## config.mk

```make
export PLATFORM = sky130hd
export DESIGN_NAME = encoded_word_unescaper
export DESIGN_NICKNAME = d
export VERILOG_FILES = /design/src/design/euw_pkg.sv /design/src/design/euw_decode.sv /design/src/design/encoded_word_unescaper.sv
export VERILOG_INCLUDE_DIRS = /design/src /design/src/design
export SDC_FILE = /design/constraint.sdc
export NUM_CORES = 1
export LEC_CHECK = 0
export ABC_AREA = 1
export ABC_CLOCK_PERIOD_IN_PS = 2940
export BUFFER_PORTS_ARGS = -buffer_cell sky130_fd_sc_hd__buf_2
export CAP_MARGIN = 0
export CORE_UTILIZATION = 45
export DETAILED_ROUTE_END_ITERATION = 10
export SLEW_MARGIN = 20
export SYNTH_ARGS = -nofsm -noshare
export SYNTH_HDL_FRONTEND = slang
export SYNTH_SLANG_ARGS = --single-unit
```

## constraint.sdc

```tcl
create_clock -name clk -period 2.94 [get_ports clk]
set_clock_uncertainty 0.05 [all_clocks]
set_input_delay 0.441 -clock clk [delete_from_list [all_inputs] [get_ports clk]]
set_output_delay 0.441 -clock clk [all_outputs]
set_load 0.05 [all_outputs]
```

## src/design/assert_macros.svh

```systemverilog
// Assertion macros for the design files; encoded_word_unescaper includes them.
// No dependencies; included by files that carry concurrent checks.
`ifndef ASSERT_MACROS_SVH
`define ASSERT_MACROS_SVH

// Condition must hold on every clock edge outside reset.
`define CHK_ALWAYS(label, clk, rst_n, cond, msg) \
	label: assert property (@(posedge clk) disable iff (!(rst_n)) (cond)) else $error(msg);

// Antecedent implies consequent in the same cycle.
`define CHK_IMPLY(label, clk, rst_n, ante, cons, msg) \
	label: assert property (@(posedge clk) disable iff (!(rst_n)) (ante) |-> (cons)) \
		else $error(msg);

`endif

```

## src/design/euw_pkg.sv

```systemverilog
// Types, character codes and helpers for the encoded-word unescaper.
// No dependencies; used by euw_decode and encoded_word_unescaper.
package euw_pkg;

	localparam logic [7:0] CH_EQ = 8'h3D;
	localparam logic [7:0] CH_QM = 8'h3F;

	typedef enum logic [2:0] {
		MODE_PASS    = 3'd0,
		MODE_EQ      = 3'd1,
		MODE_CHARSET = 3'd2,
		MODE_ENC     = 3'd3,
		MODE_TEXT    = 3'd4,
		MODE_HEXHI   = 3'd5,
		MODE_HEXLO   = 3'd6,
		MODE_CLOSE   = 3'd7
	} mode_t;

	typedef struct packed {
		logic [7:0] out_byte;
		logic       byte_valid;
		logic       end_mark;
		logic       last_of_run;
	} result_t;

	// Up to two results per item; count says how many are meaningful.
	typedef struct packed {
		logic [1:0] count;
		result_t    first;
		result_t    second;
	} dec_out_t;

	// Hex digit value; anything that is not a hex digit counts as zero.
	function automatic logic [3:0] hex_value(input logic [7:0] c);
		logic [3:0] v;
		v = 4'd0;
		if (c inside {[8'h30:8'h39]}) begin
			v = c[3:0];
		end else if (c inside {[8'h61:8'h66]}) begin
			v = 4'(c - 8'h57);
		end else if (c inside {[8'h41:8'h46]}) begin
			v = 4'(c - 8'h37);
		end
		return v;
	endfunction

	function automatic result_t make_result(input logic [7:0] b, input logic bv,
			input logic em);
		result_t r;
		r.out_byte    = b;
		r.byte_valid  = bv;
		r.end_mark    = em;
		r.last_of_run = 1'b0;
		return r;
	endfunction

endpackage

```

## src/design/euw_decode.sv

```systemverilog
// Parser state machine: turns one registered item into up to two results.
// Depends on euw_pkg.
module euw_decode (
	input  logic              clk,
	input  logic              arst_n,
	input  logic              fire,
	input  logic              op,
	input  logic [7:0]        byte_value,
	output euw_pkg::dec_out_t dec
);

	euw_pkg::mode_t mode_q, mode_d;
	logic [3:0]     nib_q, nib_d;
	logic [3:0]     digit;
	euw_pkg::result_t flush_r, end_r;

	assign digit = euw_pkg::hex_value(byte_value);

	always_ff @(posedge clk or negedge arst_n) begin
		if (!arst_n) begin
			mode_q <= euw_pkg::MODE_PASS;
			nib_q  <= 4'd0;
		end else if (fire) begin
			mode_q <= mode_d;
			nib_q  <= nib_d;
		end
	end

	always_comb begin
		dec        = '0;
		mode_d     = mode_q;
		nib_d      = nib_q;
		flush_r    = '0;
		end_r      = euw_pkg::make_result(8'd0, 1'b0, 1'b1);
		if (op) begin
			// end of stream: flush a pending '=' or hex byte, then the end mark
			case (mode_q)
				euw_pkg::MODE_EQ: begin
					flush_r   = euw_pkg::make_result(euw_pkg::CH_EQ, 1'b1, 1'b0);
					dec.count = 2'd2;
				end
				euw_pkg::MODE_HEXHI: begin
					flush_r   = euw_pkg::make_result(8'd0, 1'b1, 1'b0);
					dec.count = 2'd2;
				end
				euw_pkg::MODE_HEXLO: begin
					flush_r   = euw_pkg::make_result({nib_q, 4'd0}, 1'b1, 1'b0);
					dec.count = 2'd2;
				end
				default: begin
					dec.count = 2'd1;
				end
			endcase
			if (dec.count == 2'd2) begin
				dec.first  = flush_r;
				dec.second = end_r;
			end else begin
				dec.first  = end_r;
			end
			mode_d = euw_pkg::MODE_PASS;
			nib_d  = 4'd0;
		end else begin
			case (mode_q)
				euw_pkg::MODE_EQ: begin
					if (byte_value == euw_pkg::CH_QM) begin
						mode_d = euw_pkg::MODE_CHARSET;
					end else begin
						dec.first  = euw_pkg::make_result(euw_pkg::CH_EQ, 1'b1, 1'b0);
						dec.second = euw_pkg::make_result(byte_value, 1'b1, 1'b0);
						dec.count  = 2'd2;
						mode_d     = euw_pkg::MODE_PASS;
					end
				end
				euw_pkg::MODE_CHARSET: begin
					if (byte_value == euw_pkg::CH_QM) begin
						mode_d = euw_pkg::MODE_ENC;
					end
				end
				euw_pkg::MODE_ENC: begin
					if (byte_value == euw_pkg::CH_QM) begin
						mode_d = euw_pkg::MODE_TEXT;
					end
				end
				euw_pkg::MODE_TEXT: begin
					if (byte_value == euw_pkg::CH_QM) begin
						mode_d = euw_pkg::MODE_CLOSE;
					end else if (byte_value == euw_pkg::CH_EQ) begin
						mode_d = euw_pkg::MODE_HEXHI;
					end else begin
						dec.first = euw_pkg::make_result(byte_value, 1'b1, 1'b0);
						dec.count = 2'd1;
					end
				end
				euw_pkg::MODE_HEXHI: begin
					nib_d  = digit;
					mode_d = euw_pkg::MODE_HEXLO;
				end
				euw_pkg::MODE_HEXLO: begin
					dec.first = euw_pkg::make_result({nib_q, digit}, 1'b1, 1'b0);
					dec.count = 2'd1;
					nib_d     = 4'd0;
					mode_d    = euw_pkg::MODE_TEXT;
				end
				euw_pkg::MODE_CLOSE: begin
					// closing '=' is swallowed, anything else falls out as plain data
					if (byte_value != euw_pkg::CH_EQ) begin
						dec.first = euw_pkg::make_result(byte_value, 1'b1, 1'b0);
						dec.count = 2'd1;
					end
					mode_d = euw_pkg::MODE_PASS;
				end
				default: begin
					if (byte_value == euw_pkg::CH_EQ) begin
						mode_d = euw_pkg::MODE_EQ;
					end else begin
						dec.first = euw_pkg::make_result(byte_value, 1'b1, 1'b0);
						dec.count = 2'd1;
					end
				end
			endcase
		end
		if (dec.count == 2'd2) begin
			dec.second.last_of_run = 1'b1;
		end else if (dec.count == 2'd1) begin
			dec.first.last_of_run = 1'b1;
		end
	end

endmodule

```

## src/design/encoded_word_unescaper.sv

```systemverilog
// Encoded-word unescaper: input register, parser, result queue of DEPTH entries.
// An accepted item is registered in the input stage, decoded by the parser and written to the queue.
// Throughput: one item per cycle while item_stall is low; the queue drains one result per cycle
// while result_stall is low, so items giving two results are absorbed by the queue and back-pressure via item_stall.
// Reset clears the parser state, the input stage valid and the queue fill.
// Depends on euw_pkg, euw_decode and assert_macros.svh.
`include "assert_macros.svh"

module encoded_word_unescaper #(
	parameter int DEPTH = 8 // result queue entries, power of two, at least 4
) (
	input  logic       clk,
	input  logic       arst_n,
	input  logic       item_valid,
	output logic       item_stall,
	input  logic       op,
	input  logic [7:0] byte_value,
	output logic       result_valid,
	input  logic       result_stall,
	output logic [7:0] out_byte,
	output logic       byte_valid,
	output logic       end_mark,
	output logic       last_of_run
);

	localparam int AW = $clog2(DEPTH);
	localparam int CW = AW + 1;
	localparam logic [CW:0] LIMIT = (CW + 1)'(DEPTH - 2);

	logic              valid_s1;
	logic              op_s1;
	logic [7:0]        byte_s1;
	euw_pkg::dec_out_t dec;

	euw_pkg::result_t  queue_q [DEPTH];
	logic [AW-1:0]     wr_ptr_q, rd_ptr_q;
	logic [CW-1:0]     fill_q;
	logic [CW:0]       reserve;
	logic              accept, pop;
	euw_pkg::result_t  head;

	// room for two results from this item plus two from the one in flight
	assign reserve    = {1'b0, fill_q} + (valid_s1 ? (CW + 1)'(2) : '0);
	assign item_stall = reserve > LIMIT;
	assign accept     = item_valid && !item_stall;

	always_ff @(posedge clk or negedge arst_n) begin
		if (!arst_n) begin
			valid_s1 <= 1'b0;
		end else begin
			valid_s1 <= accept;
		end
	end

	always_ff @(posedge clk) begin
		if (accept) begin
			op_s1   <= op;
			byte_s1 <= byte_value;
		end
	end

	euw_decode u_decode (
		.clk        (clk),
		.arst_n     (arst_n),
		.fire       (valid_s1),
		.op         (op_s1),
		.byte_value (byte_s1),
		.dec        (dec)
	);

	assign pop = result_valid && !result_stall;

	always_ff @(posedge clk) begin
		if (valid_s1 && dec.count != 2'd0) begin
			queue_q[wr_ptr_q] <= dec.first;
		end
		if (valid_s1 && dec.count == 2'd2) begin
			queue_q[AW'(wr_ptr_q + AW'(1))] <= dec.second;
		end
	end

	always_ff @(posedge clk or negedge arst_n) begin
		if (!arst_n) begin
			wr_ptr_q <= '0;
			rd_ptr_q <= '0;
			fill_q   <= '0;
		end else begin
			if (valid_s1) begin
				wr_ptr_q <= AW'(wr_ptr_q + AW'(dec.count));
			end
			if (pop) begin
				rd_ptr_q <= AW'(rd_ptr_q + AW'(1));
			end
			fill_q <= CW'(fill_q + (valid_s1 ? CW'(dec.count) : CW'(0))
				- (pop ? CW'(1) : CW'(0)));
		end
	end

	assign head         = queue_q[rd_ptr_q];
	assign result_valid = fill_q != '0;
	assign out_byte     = head.out_byte;
	assign byte_valid   = head.byte_valid;
	assign end_mark     = head.end_mark;
	assign last_of_run  = head.last_of_run;

	`CHK_ALWAYS(a_fill_bound, clk, arst_n, fill_q <= CW'(DEPTH), "queue fill beyond depth")
	`CHK_IMPLY(a_no_overflow, clk, arst_n, valid_s1, ({1'b0, fill_q} + (CW + 1)'(dec.count)) <= (CW + 1)'(DEPTH), "queue push would overflow")
	`CHK_IMPLY(a_end_shape, clk, arst_n, result_valid && end_mark, last_of_run && !byte_valid && out_byte == 8'd0, "end mark result malformed")

endmodule
```

==> impl_metrics.py, run 1 <==
metrics = {
    "outcome": {
        "status": "complete, no violations",
    },
    "place": {
        "dp_slack_ps": 214,
        "io_buffer_count": 25,
        "numPlacedInstances": 968,
        "dp_hpwl_um": 12000,
        "gp_congestion": 0.898,
        "dpl_cell_area_mm2": 0.00683,
    },
    "synthesis": {
        "synthMuxAreaShare_pct": 0,
        "synth-edff-count": 97,
        "synth-seq-cells": 115,
        "ys_types": 37,
        "yosysSeqAreaShare_pct": 52.7,
        "synth_warnings": 0,
        "syn_area_mm2": 0.00638,
        "synth_top_family_by_area": "simple AND/OR/NAND/NOR gates",
        "yosysMostFrequentCell": "nand2_1",
        "synth_ff_type": "edfxtp_1",
        "synthTopCellsByArea": "edfxtp_1 (46%), nand2_1 (12%), dfrtp_1 (7.1%), nor2_1 (7.1%), o21ai_0 (6.7%)",
        "yosys.area_share.simple_pct": 25.5,
        "avgSynthCellArea_um2": 8.36,
        "async_reset_ff_share_pct": 15.7,
        "synth-compound-area-share_pct": 11.0,
        "synth_fp_nets": 795,
        "yosysTopAreaCell": "edfxtp_1",
        "synthXorXnorAreaFrac_pct": 0.686,
        "yosys-top-cells-count": "nand2_1 (211), nor2_1 (120), edfxtp_1 (97)",
        "synthCells": 764,
        "yosys.area_share.adder_pct": 3.76,
        "synth_top_area_share_pct": 45.6,
    },
    "floorplan": {
        "fp.dieH_um": 121,
        "core_mm2": 0.0139,
        "rows": 43,
        "start_util_pct": 46.0,
        "io_pins": 26,
        "die_w_um": 121,
        "die_area_mm2": 0.0147,
    },
    "flow_run": {
        "drv_cap": 0,
    },
    "worst_setup_path": {
        "end_kind": "primary output",
        "startpoint_type": "flop",
        "crit_fanout": 18,
        "arrival_ps": 2310,
        "path_class": "reg -> out",
        "cp.required_ps": 2450,
    },
    "routing": {
        "drt_wl_total_um": 16600,
        "firstDrtPassIters": 5,
        "drcViolationCount": 0,
        "drtIter0Drc": 515,
        "ant_nets": 0,
        "vias": 5351,
        "vias_per_cell": 5.35,
        "wl_per_cell_um": 16.5,
    },
    "global_route": {
        "grt_pass1_wl_um": 26600,
        "grt_use_total_pct": 24.3,
        "overflow": 0,
        "grt_max_degree": 47,
        "antenna_found_initial": 0,
        "grt_pass1_vias": 5348,
    },
    "sta": {
        "fmax_ghz": 0.356,
        "drv_slew": 0,
        "rsz0062_at_grt": "no",
        "worst_pin_slew_ps": 751,
        "relSlewSlack_pct": 49.7,
        "tns_ps": 0,
        "post-route-period-util_pct": 95.4,
        "setup_viol": 0,
        "period_minus_slack_ps": 2810,
        "finalWorstSetupSlack_ps": 135,
        "finalHoldViolations": 0,
    },
    "clock_network": {
        "cts_tree": "built",
        "clockRootBuffer": "clkbuf_16",
        "clk_pin_slew_ps": 50,
        "cts_buffers": 17,
        "clk-insertion-delay-late_ps": 420,
        "cts_buffer_depth": 2,
        "clkSinkCount": 115,
        "htreeDepth": 4,
    },
    "layout": {
        "layout-drive-gt1-share_pct": 11.6,
        "stdcell_count": 1001,
        "nets": 839,
        "syn2layout_area_growth_pct": 17.1,
        "num_antenna_cells": 0,
        "finalInstanceArea_mm2": 0.00748,
    },
    "power": {
        "p_per_area_mw_per_mm2": 1140,
        "finalPower_w": 0.00853,
        "ir_drop_uv": 725,
        "leakagePower_nw": 3.34,
    },
    "hold_path": {
        "worstHoldPathType": "in -> reg",
    },
}
stage by stage:
| stage | hold WS [ps] | util (%) |
|---|---|---|
| CTS | 134 | 53.9 |
| detailed placement | 356 | 49.2 |
| finish | 149 | 53.9 |
| floorplan | 95.4 | - |
| global route | 138 | 53.9 |
| global placement | 349 | 49.2 |
layout by cell type, fill, tap and decap left out, types with 7 or more instances in the layout:
master	n
nand2_1	211
nor2_1	120
edfxtp_1	97
o21ai_0	86
inv_1	66
nand3_1	44
buf_2	25
buf_4	25
dfrtp_1	18
clkbuf_16	17
ha_1	16
o22ai_1	13
a31oi_1	12
nand4_1	7
a21oi_1	7
critical path, stage by stage (launching register included):
cell and delay (ps):
dfrtp_1 550, inv_2 230, buf_12 170, o21ai_0 90
o22ai_1 230, nor2_1 80, a31oi_1 240, buf_2 310
report_power, final:
group          internal [W]  switching [W]  leakage [nW]
registers           0.00229       0.000211          1.11
logic               0.00109        0.00267          1.92
clock network       0.00155       0.000719         0.312
total               0.00492        0.00360          3.34
logic make-up after synthesis:
| kind of cell | after synthesis |
|---|---|
| adder cells (fa/ha/maj) | 18 |
| AND/OR/NAND/NOR | 397 |
| buffers and inverters | 99 |
| AO/OA/AOI/OAI | 130 |
| XOR/XNOR | 5 |
| flip-flops | 115 |
worst paths after layout:
kind / cells after the start / end / slack (ps) / startpoint
hold / removal: 1 / byte_s1[3]$_DFFE_PP_ / 150 / byte_value[3]
setup / recovery: 7 / byte_valid / 130 / rd_ptr_q[1]$_DFFE_PN0P_
max in group asynchronous: 2 / wr_ptr_q[2]$_DFFE_PN0P_ / 2090 / arst_n
setup reg to reg: 12 / fill_q[1]$_DFF_PN0_ / 180 / byte_s1[1]$_DFFE_PP_
min in group asynchronous: 2 / valid_s1$_DFF_PN0_ / 440 / arst_n
hold reg to reg: 2 / u_decode.nib_q[1]$_DFFE_PN0P_ / 460 / u_decode.nib_q[1]$_DFFE_PN0P_
final cells by class:
cell class / instances / area (µm²)
Clock inverter: 9 / 176
Fill cell: 1297 / 6400
Clock buffer: 23 / 468
Inverter: 71 / 267
Timing Repair Buffer: 53 / 363
Multi-Input combinational cell: 550 / 2620
Tap cell: 180 / 225
Sequential cell: 115 / 3360
flip-flops by register name, summed over array words and instances (netlist names):
name,cells
u_decode.mode_q,3
byte_s1,8
op_s1,1
u_decode.nib_q,4
valid_s1,1
queue_q,88
wr_ptr_q,3
fill_q,4
rd_ptr_q,3
per-layer routing:
metal  global-route usage [%]  vias to the layer above  part of all wire [%]  wire (µm)
met5                        0                        -                     0          0
met4                     10.1                        0                   2.5        421
met3                     5.87                       40                   5.6        925
met2                     41.5                      190                    49       8070
met1                     29.1                     2476                    43       7130
li1                         -                     2645                     -          -
timing repair:
action	4_1_cts	5_1_grt
hold buffers	1	0
resized for setup	0	1
endpoints found under the setup margin	0	3
endpoints found under the hold margin	18	0
setup buffers	0	0
Power figures use the tool's default switching activity.
==> run 2, diff against run 1 <==
--- a/config.mk
+++ b/config.mk
@@ -15,4 +15,5 @@
 export SLEW_MARGIN = 20
 export SYNTH_ARGS = -nofsm -noshare
 export SYNTH_HDL_FRONTEND = slang
+export SYNTH_HIERARCHICAL = 1
 export SYNTH_SLANG_ARGS = --single-unit
==> run 2 against run 1 <==
  * Non-clock buffer count is 17 higher
  * Global-route usage grew 0.60 points
  * Highest routed layer unchanged
  * Routed wire length up 19%
  * Power grew 7.5%
  * Area after synthesis increased by 16%
  * Core utilization fell by 1.8 points
  * First-iteration DRC count grew 24%
  * Critical path type is now reg -> reg
  * Cell area rose by 11%
  * Final cell count grew 24%
  * Count of clock-buffer cells in the layout grew 8
==> impl_metrics.py, run 2 <==
metrics = {
    "floorplan": {
        "core_mm2": 0.0160,
        "fp.dieH_um": 131,
        "rows": 46,
        "die_w_um": 131,
        "io_pins": 26,
        "start_util_pct": 46.5,
        "die_area_mm2": 0.0170,
    },
    "power": {
        "clockPowerShare_pct": 22.1,
        "p_int_w": 0.00492,
        "p_comb_share_pct": 50.2,
        "power.switching_w": 0.00424,
        "leakagePower_nw": 4.22,
        "pwr-share-seq_pct": 27.6,
        "swShare_pct": 46.3,
        "ir_drop_uv": 638,
        "p_per_area_mw_per_mm2": 1100,
    },
    "synthesis": {
        "yosysMostFrequentCell": "nand2_1",
        "yosysSeqAreaShare_pct": 45.2,
        "async_reset_ff_share_pct": 15.7,
        "synth_ff_type": "edfxtp_1",
        "ys_types": 35,
        "synth-edff-count": 97,
        "synth_warnings": 6,
        "avgSynthCellArea_um2": 7.52,
        "synthTopCellsByArea": "edfxtp_1 (39%), nand2_1 (23%), nand3_1 (7.2%), dfrtp_1 (6.1%), inv_1 (5.9%)",
        "synth-seq-cells": 115,
        "synth_fp_nets": 1019,
        "syn_area_mm2": 0.00744,
        "yosysTopAreaCell": "edfxtp_1",
        "synthCells": 989,
        "yosys-top-cells-count": "nand2_1 (460), inv_1 (116), nand3_1 (107)",
        "synth_top_area_share_pct": 39.2,
    },
    "worst_setup_path": {
        "path_buf_inv": 2,
        "cpPeakStageDelay_ps": 430,
        "reg2regPathDepth": 14,
        "cp.required_ps": 3190,
        "crit_fanout": 4,
        "path_class": "reg -> reg",
        "worstReg2RegStart": "byte_s1[1]$_DFFE_PP_",
        "end_kind": "flop",
        "cp_common_cell": "nand2_1",
        "path_delay_family": "adder cells",
        "r2r_end": "fill_q[2]$_DFF_PN0_",
        "startpoint_type": "flop",
        "reg2reg_slack_ps": 190,
        "slowest_stage": "edfxtp_1",
        "crit_chain": "ha_1, inv_1, nor2_1, nand2_1, nand2_1, nand3_1, nand2_1, a21oi_2, nand2_1, ha_1, inv_1, ha_1, fa_1, xor2_1",
        "arrival_ps": 3000,
    },
    "global_route": {
        "grt_pass1_wl_um": 30500,
        "grt_pass1_vias": 5588,
        "grt_max_degree": 46,
        "use_met2_pct": 38.5,
        "grt_use_total_pct": 24.9,
        "met3_usage_pct": 4.97,
        "overflow": 0,
        "globalRouteMet1Util_pct": 33.1,
        "grt-busiest-layer": "met2",
        "antenna_found_initial": 0,
    },
    "sta": {
        "period_minus_slack_ps": 2750,
        "setup_viol": 0,
        "worst_pin_slew_ps": 579,
        "rsz0062_at_grt": "yes",
        "drv_slew": 0,
        "finalWorstSetupSlack_ps": 189,
        "fmax_ghz": 0.364,
        "relSlewSlack_pct": 61.4,
        "finalHoldViolations": 0,
        "post-route-period-util_pct": 93.6,
    },
    "clock_network": {
        "cts_buffers": 17,
        "cts_buffer_depth": 2,
        "clockRootBuffer": "clkbuf_16",
        "clkSinkCount": 115,
        "htreeDepth": 4,
        "clk-insertion-delay-late_ps": 410,
        "clk_pin_slew_ps": 50,
        "cts_tree": "built",
    },
    "routing": {
        "ant_nets": 0,
        "drtIter0Drc": 640,
        "drt_wl_total_um": 19800,
        "wl_per_cell_um": 15.9,
        "vias": 6213,
        "drcViolationCount": 0,
        "firstDrtPassIters": 5,
        "vias_per_cell": 4.99,
    },
    "layout": {
        "num_antenna_cells": 0,
        "final_common_cell": "nand2_1",
        "reg.largest.list": "queue_q x88, byte_s1 x8",
        "regMostFlops": "queue_q",
        "mostFrequentLayoutCells": "nand2_1 (460), inv_1 (116), nand3_1 (107)",
        "layout-drive-gt1-share_pct": 14.6,
        "stdcell_count": 1246,
        "largest_reg_flops": 88,
        "syn2layout_area_growth_pct": 12.0,
        "nets": 1047,
        "final_core_util_pct": 52.1,
    },
    "place": {
        "io_buffer_count": 25,
        "dp_hpwl_um": 13400,
        "gp_congestion": 0.900,
        "numPlacedInstances": 1212,
        "dp_slack_ps": 145,
    },
    "hold_path": {
        "worstHoldPathType": "in -> reg",
        "worstHoldPathCells": 1,
        "worstHoldStart": "byte_value[3]",
        "min_to": "byte_s1[3]$_DFFE_PP_",
    },
    "outcome": {
        "status": "complete, no violations",
    },
    "flow_run": {
        "drv_cap": 0,
    },
}
[run 2: changes by cell type after synthesis, sizes merged, moves of 2 or more]
cell,change
a31oi,-12
nand2,+257
o221ai,+2
o22ai,-11
o21ai,-73
nand3,+65
clkbuf,-4
inv,+59
buf,+37
nor2,-84
[run 2: per-layer routing]
layer,share of wire (%),up-vias
met2,45,237
li1,-,3139
met4,4.4,0
met3,6.9,46
met5,0,-
met1,44,2791
[run 2: through the flow]
step / power (W) / hold slack (ps) / instance area [µm²] / TNS [ps]
after floorplan: 0.00596 / 95.4 / 7440 / 0
after global placement: 0.00708 / 382 / 7700 / 0
after detailed placement: 0.00711 / 379 / 7700 / 0
after CTS: 0.00914 / 138 / 8310 / 0
after global routing: 0.00978 / 136 / 8330 / -20.5
final: 0.00916 / 153 / 8330 / 0
[run 2: how the worst max path moves through the flow]
| stage | from | endpoint | slack, ps | depth (start not counted) |
|---|---|---|---|---|
| after floorplan | byte_s1[1]$_DFFE_PP_ | queue_q[1][0]$_DFFE_PP_ | 310 | 14 |
| after global placement | byte_s1[1]$_DFFE_PP_ | fill_q[2]$_DFF_PN0_ | 180 | 14 |
| after detailed placement | byte_s1[1]$_DFFE_PP_ | fill_q[2]$_DFF_PN0_ | 140 | 14 |
| after CTS | byte_s1[1]$_DFFE_PP_ | fill_q[2]$_DFF_PN0_ | 130 | 14 |
| after global routing | byte_s1[1]$_DFFE_PP_ | fill_q[2]$_DFF_PN0_ | -20 | 14 |
| final | byte_s1[1]$_DFFE_PP_ | fill_q[2]$_DFF_PN0_ | 190 | 14 |
[run 2: worst reg2reg max path: cells and delay by family, from the launching register on]
| kind | cells | cell delay, ps |
|---|---|---|
| AOI/OAI and AO/OA | 1 | 190 |
| xor gates and xnor gates | 1 | 150 |
| adders and majority gates | 4 | 1130 |
| buffers and inverters | 2 | 100 |
| DFF | 1 | 430 |
| and+or+nand+nor | 6 | 600 |
[run 2: timing repair]
item	in CTS	in global routing
endpoints found under the setup margin	0	23
hold endpoints to repair	18	0
hold buffers	1	0
buffers inserted	0	1
gates resized for setup	0	1
[run 2: final cells by class]
class,count,area (µm²)
inverters,129,488
multi-input cells,684,3140
clock buffers,31,591
flip-flops and latches,115,3360
clock inverters,1,5.00
well taps,216,270
fillers,1562,7670
repair buffers,70,478
[run 2: power by group through the flow]
stage                     combinational (W)  clock (W)  sequential, W
after CTS                           0.00457    0.00205        0.00253
after floorplan                     0.00348          0        0.00248
after global routing                0.00508    0.00213        0.00257
after detailed placement            0.00455          0        0.00256
final                               0.00460    0.00203        0.00253
after global placement              0.00453          0        0.00255
[run 2: cell families (layout without fill, tap and decap cells)]
kind of cell	Yosys count	in the layout	synth area share [%]
and+or+nand+nor	632	632	36.3
buffers and inverters	190	231	12.6
DFF	115	115	45.2
AOI/OAI and AO/OA	30	30	2.20
adders and majority gates	17	17	3.06
xor gates and xnor gates	5	5	0.589
